<file path="src/hw/rtl/svt_pkg.sv">
// ----------------------------------------------------------------------------
// Sorted value table package
// Shared sizes, operation and status codes, and the result record.
// ----------------------------------------------------------------------------
package svt_pkg;

  // Table size and derived widths.
  localparam int unsigned CAPACITY = 64;
  localparam int unsigned ADDR_W   = $clog2(CAPACITY);
  localparam int unsigned CNT_W    = $clog2(CAPACITY + 1);
  localparam int unsigned VALUE_W  = 32;
  localparam int unsigned OP_W     = 2;
  localparam int unsigned STATUS_W = 2;
  localparam int unsigned COUNT_W  = 7;

  // Operation codes.
  localparam logic [OP_W-1:0] OP_INSERT = 2'd0;
  localparam logic [OP_W-1:0] OP_DELETE = 2'd1;
  localparam logic [OP_W-1:0] OP_SEARCH = 2'd2;

  // Status codes.
  localparam logic [STATUS_W-1:0] ST_DONE    = 2'd0;
  localparam logic [STATUS_W-1:0] ST_MISSING = 2'd1;
  localparam logic [STATUS_W-1:0] ST_FULL    = 2'd2;

  // One result as it leaves the sequencer.
  typedef struct packed {
    logic [STATUS_W-1:0] status;
    logic                found;
    logic [COUNT_W-1:0]  count;
  } svt_result_t;

endpackage

</file>
<file path="src/hw/rtl/sorted_value_table.sv">
// ----------------------------------------------------------------------------
// Sorted value table
// Ascending table of signed values with insert, delete and search requests.
// ----------------------------------------------------------------------------
// The table holds up to CAPACITY signed 32-bit values in ascending order in a
// single-port-read, single-port-write RAM. One request is worked on at a
// time: an insert walks down from the tail moving entries not below the
// value up, a delete walks up from the head and moves the entries past the
// match down, and a search walks up until it meets a value not below the
// requested one. Each visited entry is read through the RAM read port. An
// unused operation code leaves the table unchanged and reports done. The
// result sits in an output register, so the next request is taken while the
// previous result waits to be read.
module sorted_value_table (
  input  logic                               clk_i,
  input  logic                               rst_ni,
  input  logic                               in_valid_i,
  output logic                               in_ready_o,
  input  logic [svt_pkg::OP_W-1:0]           op_i,
  input  logic signed [svt_pkg::VALUE_W-1:0] value_i,
  output logic                               out_valid_o,
  input  logic                               out_ready_i,
  output logic [svt_pkg::STATUS_W-1:0]       status_o,
  output logic                               found_o,
  output logic [svt_pkg::COUNT_W-1:0]        count_o
);

  import svt_pkg::*;

  logic                seq_idle;
  logic                res_valid;
  logic                res_ready;
  svt_result_t         res;
  logic                mem_we;
  logic [ADDR_W-1:0]   mem_waddr;
  logic [VALUE_W-1:0]  mem_wdata;
  logic                mem_re;
  logic [ADDR_W-1:0]   mem_raddr;
  logic [VALUE_W-1:0]  mem_rdata;
  logic                out_valid_q;
  svt_result_t         out_q;

  // Entry storage.
  svt_ram #(
    .DEPTH  (CAPACITY),
    .WIDTH  (VALUE_W),
    .ADDR_W (ADDR_W)
  ) u_ram (
    .clk_i   (clk_i),
    .we_i    (mem_we),
    .waddr_i (mem_waddr),
    .wdata_i (mem_wdata),
    .re_i    (mem_re),
    .raddr_i (mem_raddr),
    .rdata_o (mem_rdata)
  );

  // Request sequencer.
  svt_seq u_seq (
    .clk_i       (clk_i),
    .rst_ni      (rst_ni),
    .req_valid_i (in_valid_i),
    .op_i        (op_i),
    .value_i     (value_i),
    .idle_o      (seq_idle),
    .res_valid_o (res_valid),
    .res_ready_i (res_ready),
    .res_o       (res),
    .mem_we_o    (mem_we),
    .mem_waddr_o (mem_waddr),
    .mem_wdata_o (mem_wdata),
    .mem_re_o    (mem_re),
    .mem_raddr_o (mem_raddr),
    .mem_rdata_i (mem_rdata)
  );

  assign in_ready_o = seq_idle;
  assign res_ready  = !out_valid_q || out_ready_i;

  // Output register: holds a result until it is taken.
  always_ff @(posedge clk_i or negedge rst_ni) begin
    if (!rst_ni) begin
      out_valid_q <= 1'b0;
    end else if (res_ready) begin
      out_valid_q <= res_valid;
    end
  end

  always_ff @(posedge clk_i) begin
    if (res_ready && res_valid) begin
      out_q <= res;
    end
  end

  assign out_valid_o = out_valid_q;
  assign status_o    = out_q.status;
  assign found_o     = out_q.found;
  assign count_o     = out_q.count;

  // A result that reports a found value never reports it missing.
  assert property (@(posedge clk_i) disable iff (!rst_ni)
    (out_valid_o && found_o) |-> (status_o != ST_MISSING))
    else $error("found result carries a not-found status");

  // A refused insert only happens on a full table.
  assert property (@(posedge clk_i) disable iff (!rst_ni)
    (out_valid_o && (status_o == ST_FULL)) |-> (count_o == COUNT_W'(CAPACITY)))
    else $error("table-full status with a count below capacity");

  // The sequencer is not ready in the cycle after it accepts a request.
  assert property (@(posedge clk_i) disable iff (!rst_ni)
    (in_valid_i && in_ready_o) |=> !in_ready_o)
    else $error("sequencer ready again right after taking a request");

  // The sequencer never writes and reads the same entry in one cycle.
  assert property (@(posedge clk_i) disable iff (!rst_ni)
    (mem_we && mem_re) |-> (mem_waddr != mem_raddr))
    else $error("RAM write and read collide on one entry");

endmodule

</file>
<file path="src/hw/rtl/svt_ram.sv">
// ----------------------------------------------------------------------------
// Sorted value table RAM
// Simple dual-port synchronous RAM, one write and one registered read port.
// ----------------------------------------------------------------------------
module svt_ram #(
  parameter int unsigned DEPTH  = 64,
  parameter int unsigned WIDTH  = 32,
  parameter int unsigned ADDR_W = $clog2(DEPTH)
) (
  input  logic              clk_i,
  input  logic              we_i,
  input  logic [ADDR_W-1:0] waddr_i,
  input  logic [WIDTH-1:0]  wdata_i,
  input  logic              re_i,
  input  logic [ADDR_W-1:0] raddr_i,
  output logic [WIDTH-1:0]  rdata_o
);

  logic [WIDTH-1:0] mem_q [DEPTH];
  logic [WIDTH-1:0] rdata_q;

  // Write port.
  always_ff @(posedge clk_i) begin
    if (we_i) begin
      mem_q[waddr_i] <= wdata_i;
    end
  end

  // Registered read port.
  always_ff @(posedge clk_i) begin
    if (re_i) begin
      rdata_q <= mem_q[raddr_i];
    end
  end

  assign rdata_o = rdata_q;

endmodule

</file>
<file path="src/hw/rtl/svt_seq.sv">
// ----------------------------------------------------------------------------
// Sorted value table sequencer
// Walks the stored entries through the RAM read port and shifts them through
// the write port to insert, delete or search one value per request.
// ----------------------------------------------------------------------------
module svt_seq (
  input  logic                             clk_i,
  input  logic                             rst_ni,
  input  logic                             req_valid_i,
  input  logic [svt_pkg::OP_W-1:0]         op_i,
  input  logic signed [svt_pkg::VALUE_W-1:0] value_i,
  output logic                             idle_o,
  output logic                             res_valid_o,
  input  logic                             res_ready_i,
  output svt_pkg::svt_result_t             res_o,
  output logic                             mem_we_o,
  output logic [svt_pkg::ADDR_W-1:0]       mem_waddr_o,
  output logic [svt_pkg::VALUE_W-1:0]      mem_wdata_o,
  output logic                             mem_re_o,
  output logic [svt_pkg::ADDR_W-1:0]       mem_raddr_o,
  input  logic [svt_pkg::VALUE_W-1:0]      mem_rdata_i
);

  import svt_pkg::*;

  typedef enum logic [2:0] {
    S_IDLE,
    S_INS,
    S_PUT,
    S_SCAN,
    S_DONE
  } state_e;

  state_e               state_q, state_d;
  logic [OP_W-1:0]      op_q, op_d;
  logic [VALUE_W-1:0]   val_q, val_d;
  logic [CNT_W-1:0]     cnt_q, cnt_d;
  logic [ADDR_W-1:0]    addr_q, addr_d;
  logic [STATUS_W-1:0]  status_q, status_d;
  logic                 found_q, found_d;
  logic                 hit_q, hit_d;

  logic                 last;
  logic                 ge;
  logic                 eq;
  logic                 full;

  // Compare the entry just read against the requested value, and flag the last stored entry and a full table.
  assign last = ((CNT_W'(addr_q) + CNT_W'(1)) == cnt_q);
  assign ge   = ($signed(mem_rdata_i) >= $signed(val_q));
  assign eq   = (mem_rdata_i == val_q);
  assign full = (cnt_q >= CNT_W'(CAPACITY));

  // Next state and RAM port control.
  always_comb begin
    state_d     = state_q;
    op_d        = op_q;
    val_d       = val_q;
    cnt_d       = cnt_q;
    addr_d      = addr_q;
    status_d    = status_q;
    found_d     = found_q;
    hit_d       = hit_q;
    mem_we_o    = 1'b0;
    mem_waddr_o = '0;
    mem_wdata_o = mem_rdata_i;
    mem_re_o    = 1'b0;
    mem_raddr_o = addr_q + ADDR_W'(1);
    res_valid_o = 1'b0;

    case (state_q)
      S_IDLE: begin
        if (req_valid_i) begin
          op_d    = op_i;
          val_d   = value_i;
          found_d = 1'b0;
          hit_d   = 1'b0;
          case (op_i)
            OP_INSERT: begin
              if (full) begin
                // Full table: only look for the value.
                status_d    = ST_FULL;
                mem_re_o    = 1'b1;
                mem_raddr_o = '0;
                addr_d      = '0;
                state_d     = S_SCAN;
              end else if (cnt_q == '0) begin
                status_d    = ST_DONE;
                mem_we_o    = 1'b1;
                mem_waddr_o = '0;
                mem_wdata_o = value_i;
                cnt_d       = cnt_q + CNT_W'(1);
                state_d     = S_DONE;
              end else begin
                // Walk down from the tail, moving entries not below the value up.
                status_d    = ST_DONE;
                mem_re_o    = 1'b1;
                mem_raddr_o = ADDR_W'(cnt_q - CNT_W'(1));
                addr_d      = ADDR_W'(cnt_q - CNT_W'(1));
                state_d     = S_INS;
              end
            end
            OP_DELETE, OP_SEARCH: begin
              status_d = ST_MISSING;
              if (cnt_q == '0) begin
                state_d = S_DONE;
              end else begin
                mem_re_o    = 1'b1;
                mem_raddr_o = '0;
                addr_d      = '0;
                state_d     = S_SCAN;
              end
            end
            default: begin
              status_d = ST_DONE;
              state_d  = S_DONE;
            end
          endcase
        end
      end

      S_INS: begin
        mem_we_o    = 1'b1;
        mem_waddr_o = addr_q + ADDR_W'(1);
        if (ge) begin
          mem_wdata_o = mem_rdata_i;
          if (eq) begin
            found_d = 1'b1;
          end
          if (addr_q == '0) begin
            state_d = S_PUT;
          end else begin
            mem_re_o    = 1'b1;
            mem_raddr_o = addr_q - ADDR_W'(1);
            addr_d      = addr_q - ADDR_W'(1);
          end
        end else begin
          mem_wdata_o = val_q;
          cnt_d       = cnt_q + CNT_W'(1);
          state_d     = S_DONE;
        end
      end

      S_PUT: begin
        // Every entry was moved up, so the value lands at the head.
        mem_we_o    = 1'b1;
        mem_waddr_o = '0;
        mem_wdata_o = val_q;
        cnt_d       = cnt_q + CNT_W'(1);
        state_d     = S_DONE;
      end

      S_SCAN: begin
        if (hit_q) begin
          // Close the gap left by the deleted entry.
          mem_we_o    = 1'b1;
          mem_waddr_o = addr_q - ADDR_W'(1);
          mem_wdata_o = mem_rdata_i;
          if (last) begin
            cnt_d   = cnt_q - CNT_W'(1);
            state_d = S_DONE;
          end else begin
            mem_re_o = 1'b1;
            addr_d   = addr_q + ADDR_W'(1);
          end
        end else if (eq) begin
          found_d = 1'b1;
          if (op_q == OP_DELETE) begin
            status_d = ST_DONE;
            if (last) begin
              cnt_d   = cnt_q - CNT_W'(1);
              state_d = S_DONE;
            end else begin
              hit_d    = 1'b1;
              mem_re_o = 1'b1;
              addr_d   = addr_q + ADDR_W'(1);
            end
          end else begin
            if (op_q == OP_SEARCH) begin
              status_d = ST_DONE;
            end
            state_d = S_DONE;
          end
        end else if (ge || last) begin
          state_d = S_DONE;
        end else begin
          mem_re_o = 1'b1;
          addr_d   = addr_q + ADDR_W'(1);
        end
      end

      S_DONE: begin
        res_valid_o = 1'b1;
        if (res_ready_i) begin
          state_d = S_IDLE;
        end
      end

      default: begin
        state_d = S_IDLE;
      end
    endcase
  end

  // State and working registers.
  always_ff @(posedge clk_i or negedge rst_ni) begin
    if (!rst_ni) begin
      state_q  <= S_IDLE;
      cnt_q    <= '0;
      hit_q    <= 1'b0;
      found_q  <= 1'b0;
      status_q <= ST_DONE;
      op_q     <= OP_SEARCH;
      addr_q   <= '0;
      val_q    <= '0;
    end else begin
      state_q  <= state_d;
      cnt_q    <= cnt_d;
      hit_q    <= hit_d;
      found_q  <= found_d;
      status_q <= status_d;
      op_q     <= op_d;
      addr_q   <= addr_d;
      val_q    <= val_d;
    end
  end

  assign idle_o       = (state_q == S_IDLE);
  assign res_o.status = status_q;
  assign res_o.found  = found_q;
  assign res_o.count  = COUNT_W'(cnt_q);

endmodule
</file>
<file path="config.mk">
export PLATFORM = sky130hd
export DESIGN_NAME = sorted_value_table
export DESIGN_NICKNAME = d
export VERILOG_FILES = /design/src/hw/rtl/svt_pkg.sv /design/src/hw/rtl/sorted_value_table.sv /design/src/hw/rtl/svt_ram.sv /design/src/hw/rtl/svt_seq.sv
export SDC_FILE = /design/constraint.sdc
export NUM_CORES = 2
export LEC_CHECK = 0
export BUFFER_PORTS_ARGS = -buffer_cell sky130_fd_sc_hd__buf_4
export CORE_AREA = 10 10 477 479
export CTS_CLUSTER_SIZE = 14
export DETAILED_ROUTE_END_ITERATION = 16
export DIE_AREA = 0 0 487 489
export PLACE_DENSITY_LB_ADDON = 0.25
export SLEW_MARGIN = 20
export SYNTH_ARGS = -nofsm -noshare
export SYNTH_HDL_FRONTEND = slang
export SYNTH_SLANG_ARGS = --single-unit
</file>
<file path="constraint.sdc">
create_clock -name clk_i -period 13.4 [get_ports clk_i]
set_clock_uncertainty 0.2 [all_clocks]
set_input_delay 2.68 -clock clk_i [delete_from_list [all_inputs] [get_ports clk_i]]
set_output_delay 2.68 -clock clk_i [all_outputs]
set_load 0.01 [all_outputs]
</file>
---- Word-level counts from Yosys, hierarchy flattened ----
Memory sizes are Yosys's and may differ from the RTL's. A register that Yosys moved wholly into a read port is not among the register bits.
Index checks and enable logic that the tools add are counted.
word-level totals
  register bits after elaboration ......... 65
  memory bits (writable) .................. 2048
  output and inout bits ................... 12
  logic and storage cells ................. 160
  memories kept ........................... 1
memories
  memory       words  width  rd ports  clocked after Yosys merged registers in  wr ports  RTL line       text
  u_ram.mem_q  64     32     1         1                                        1         svt_ram.sv:19  logic [WIDTH-1:0] mem_q [DEPTH];
operators by class
  add/subtract/negate cells ............... 5
  $lt $le $gt $ge ......................... 2
  eq/ne operators ......................... 30
  multiplexer cells ....................... 90
  reduce and logical (&&, ||, !) cells .... 20
operator list
  cell                 count
  $mux 32              5
  $mux 6               18
  $pmux 32 s3          1
  $mux 7               9
  $pmux 6 s2           4
  $mux 3               12
  $eq 32x32->1         1
  $ge 32x32->1         1
  $pmux 7 s4           1
  $mux 1               24
  $pmux 6 s3           1
  $pmux 3 s5           1
  $mux 2               6
  $ne 2x2->1 const B   6
  $ne 3x1->1 const B   4
  $pmux 1 s3           3
  $reduce_and 9->1     1
  $ne 2x1->1 const B   4
  $ne 4x3->1 const B   2
  $pmux 2 s2           2
  $reduce_and 4->1     2
  $reduce_and 8->1     1
  $add 6x1->7 const B  1
  $add 7x1->7 const B  1
  28 further kinds     36

---- Logic depth before layout (Yosys ltp) ----
  depth in word-level cells ............... 8
  mapped depth ............................ 19

---- Cells and area by module ----
A second synthesis with hierarchy kept.
second synthesis, totals
  cells, all modules ...................... 4171
  area total of the unflattened synthesis .. 84561.1 µm²
modules (own cells, without submodules)
  module              instances  cells each  area each (µm²)
  svt_ram             1          3511        79359.9
  svt_seq             1          646         4847.1
  sorted_value_table  1          14          354.1

---- Worst setup path before layout ----
OpenSTA, ideal clock, no wires.
  path kind ............................... input to register
  start ................................... in op_i[0] (netlist name)
  end ..................................... mem u_ram.mem_q[0][15] (data pin)
  library setup time ...................... 702 ps
  arrival ................................. 6317 ps
  data required time ...................... 12498 ps
  slack ................................... 6182 ps
  cell stages on the path ................. 10
  cell sequence ........................... inv_1 ha_1 nand3_1 nor2_1 nor2_1 a21oi_1 o21ai_1 clkbuf_1 a21oi_1 o21ai_0
on the way
  word-level cells in the longest chain between the ends .. 4
ends and longest elaborated chain
  element            RTL line                  text
  from (decl)        sorted_value_table.sv:19  input logic [svt_pkg::OP_W-1:0] op_i,
  $logic_not 2->1    svt_seq.sv:78             case (op_i)
  $mux 32            svt_seq.sv:78
  $mux 32            svt_seq.sv:73             if (req_valid_i) begin
  $pmux 32 s3        svt_seq.sv:71             case (state_q)
  via mem_wdata[15]  sorted_value_table.sv:36  logic [VALUE_W-1:0] mem_wdata;
  to (decl)          svt_ram.sv:19
The timed path passes the listed nets, and every way through them passes these cells.

---- Worst setup path after layout ----
  start ................................... in op_i[0] (netlist name)
  end ..................................... reg u_ram.rdata_q[19], in the netlist u_ram.rdata_o[19] (read register of u_ram.mem_q) (data pin)
on the way
  word-level cells in the longest chain between the ends .. 5
  elaborated cells between the ends (all ways) .. 10
  those cells by class .................... eq/ne (2); mux (6); reduce/logical (2)
ends and longest elaborated chain
  element                                   RTL line       text
  $eq 2x1->1 or $eq 2x2->1 (tied branches)  svt_seq.sv:78
  $reduce_or 2->1                           svt_seq.sv:78
  $pmux 1 s2 or $pmux 6 s2 (tied branches)  svt_seq.sv:78
  $mux 1 or $mux 6 (tied branches)          svt_seq.sv:73
  $pmux 1 s3 or $pmux 6 s2 (tied branches)  svt_seq.sv:71
  to (decl)                                 svt_ram.sv:20  logic [WIDTH-1:0] rdata_q;
Several ways; a longest one is shown, not always the timed one.
A chain may end at the register's enable or synchronous reset.

==> reports/metrics.cfg <==
[synth]
synth_seq_cells=2145
yosysSeqAreaShare=0.7402
synth_most_common_cell=edfxtp_1
synth_top_area_cell=edfxtp_1
ys_warn_count=0
syn_inst=6607
synth_nets=6684
synth.area.top_cells=edfxtp_1 72%, nand2_1 8.2%, nand3_1 4.0%
synth.top_cells.by_count=2090 x edfxtp_1, 1899 x nand2_1, 694 x nand3_1
synth_edf_count=2090
ys.flop_type=edfxtp_1
syn_avg_cell_area_um2=13.11
synth_top_cell_area_share=0.7243
netlist-cell-type-count=79
syn_area_mm2=0.08665
synthArstFlopShare=0.02564

[cts]
cts_made_buffers=213
cts_sinks=2145
htree_levels=4
clockRootBuffer=clkbuf_16
cts_buffer_depth=3
cts_hold_buf=0
cts_setup_buffers=0
cts_tree=done
insertion_delay_ns=0.89
cts_resized=0
clkTransAtPathRegs_ns=0.06

[placement]
portBuffers=49
place.gp.congestion=0.9030
dp_hpwl_um=143900

[timing]
period_share=0.5523
finalSetupViolCount=0
period_needed_ns=7.400
hold_viol_final=0
rsz0062_at_grt=false
final_max_slew_viol_count=0
max_freq_mhz=135.1
slew_headroom=0.1771
final.setup.tns_ns=0
worst_pin_slew_ns=1.231

[die]
die-area_mm2=0.2381
io_pins=50
core_mm2=0.2182
row_count=172
initial_core_util=0.3971
die-height_um=489
die_w_um=487

[worst_setup_path]
worstSetupStartpointType=input port
path_max_fanout=157
worstPathRequired_ns=13.92
crit_type=input port to register
end_kind=register
arrival_ns=7.93

[detailed_routing]
viasPerCell=5.817
dr_total_vias=56277
drt_wl_total_um=265500
drt-initial-drc-count=7342
antenna_left=0
drc=0
dr.pass1.iters=6
wire_per_inst_um=27.44

[global_route]
grt_max_degree=158
gr-total-overflow=0
antenna_found_initial=12
grt_pass1_wl_um=380300
track_usage=0.2157
grt_pass1_vias=52535

[min_path]
hp-class=register to register

[run_status]
status=complete, no violations

[layout]
syn_to_final_growth_pct=12.61
num-nets-final=6702
drive_above_1_share=0.09809
fin_util=0.4472

[run]
max_cap_violations=0

[layout by cell type, fill, tap and decap left out, drive strengths merged, types with 16 or more instances in the layout]
cell type,Yosys,layout
a211oi,24,24
a21oi,156,156
a221oi,18,18
a222oi,17,17
a2bb2oi,18,18
a311oi,155,155
a31oi,113,113
a32oi,17,17
and3,134,134
buf,174,230
clkbuf,253,279
clkinv,1,97
dfrtp,54,54
edfxtp,2090,2090
ha,39,39
inv,64,73
mux2,17,17
mux2i,132,132
nand2,1899,1899
nand3,694,694
nand4,32,32
nor2,139,139
nor3,17,17
nor4,17,17
o2111ai,29,29
o211ai,20,20
o21ai,99,99
o22a,16,16
o22ai,56,56
[sequential cells by signal, indices dropped and copies added (netlist names)]
| name | flops |
|---|---|
| count_o | 7 |
| found_o | 1 |
| out_valid_o | 1 |
| status_o | 2 |
| u_ram.mem_q | 2048 |
| u_ram.rdata_o | 32 |
| u_seq.addr_q | 6 |
| u_seq.cnt_q | 7 |
| u_seq.found_q | 1 |
| u_seq.hit_q | 1 |
| u_seq.op_q | 2 |
| u_seq.state_q | 3 |
| u_seq.status_q | 2 |
| u_seq.val_q | 32 |
[layout make-up]
class                   count  area [um2]
fillers                 19452      120600
flip-flops and latches   2145       64140
multi-input cells        3970       21350
clock buffers             279        5588
well taps                2871        3592
repair buffers            230        1864
clock inverters           111       785.8
inverters                  65       246.5
diodes                      4       10.01
[per-stage QoR]
stage / cells / cell area [um2] / hold slack (ns) / setup WS [ns]
finish: 9675 / 97580 / 0.2479 / 6.000
global route: 9672 / 97570 / 0.2655 / 5.899
floorplan: 6607 / 86650 / 0.2196 / 6.182
CTS: 9671 / 97560 / 0.2480 / 6.208
detailed placement: 9281 / 91190 / 0.2341 / 5.289
global placement: 9281 / 91180 / 0.2352 / 5.280
[cells by family after synthesis]
group / share of synthesized area
AO/OA/AOI/OAI: 0.06482
XOR/XNOR: 0.002426
adder cells (fa/ha/maj): 0.005632
buffers and inverters: 0.02354
flip-flops: 0.7402
multiplexers: 0.01850
AND/OR/NAND/NOR: 0.1449
[worst paths after layout]
path	cells after the start	slack, ns	start	to
max in group asynchronous	1	10.76	rst_ni	u_seq.val_q[9]
setup reg to reg	15	6.13	u_seq.state_q[2]	u_ram.rdata_o[20]
hold / removal	0	0.25	u_seq.status_q[1]	status_o[1]
hold reg to reg	0	0.25	u_seq.status_q[1]	status_o[1]
min in group asynchronous	1	1.69	rst_ni	out_valid_o
setup / recovery	15	6.00	op_i[0]	u_ram.rdata_o[19]
[critical path, cell delays in order]
cell	delay, ns
buf_4	0.09
inv_1	0.04
ha_1	0.38
nor2_1	0.22
o22ai_1	0.10
a211oi_1	0.51
o21ai_0	0.27
buf_4	0.23
nor2_4	0.59
buf_12	0.70
mux2i_1	0.27
o22ai_1	0.09
a311oi_1	0.88
a211oi_1	0.48
a2bb2oi_1	0.24
[metal layers]
layer	up-vias	global-route usage	wire, um	share of wire
met5	-	0	54	0.00020
met4	8	0.08433	10430	0.039
met3	433	0.04044	24340	0.092
met2	2755	0.3280	119000	0.45
met1	28528	0.3066	111600	0.42
li1	24553	-	-	-
Power is left out: the tool's default activity adds up to more than one toggle a clock period on the data nets, which glitch-free logic cannot reach.
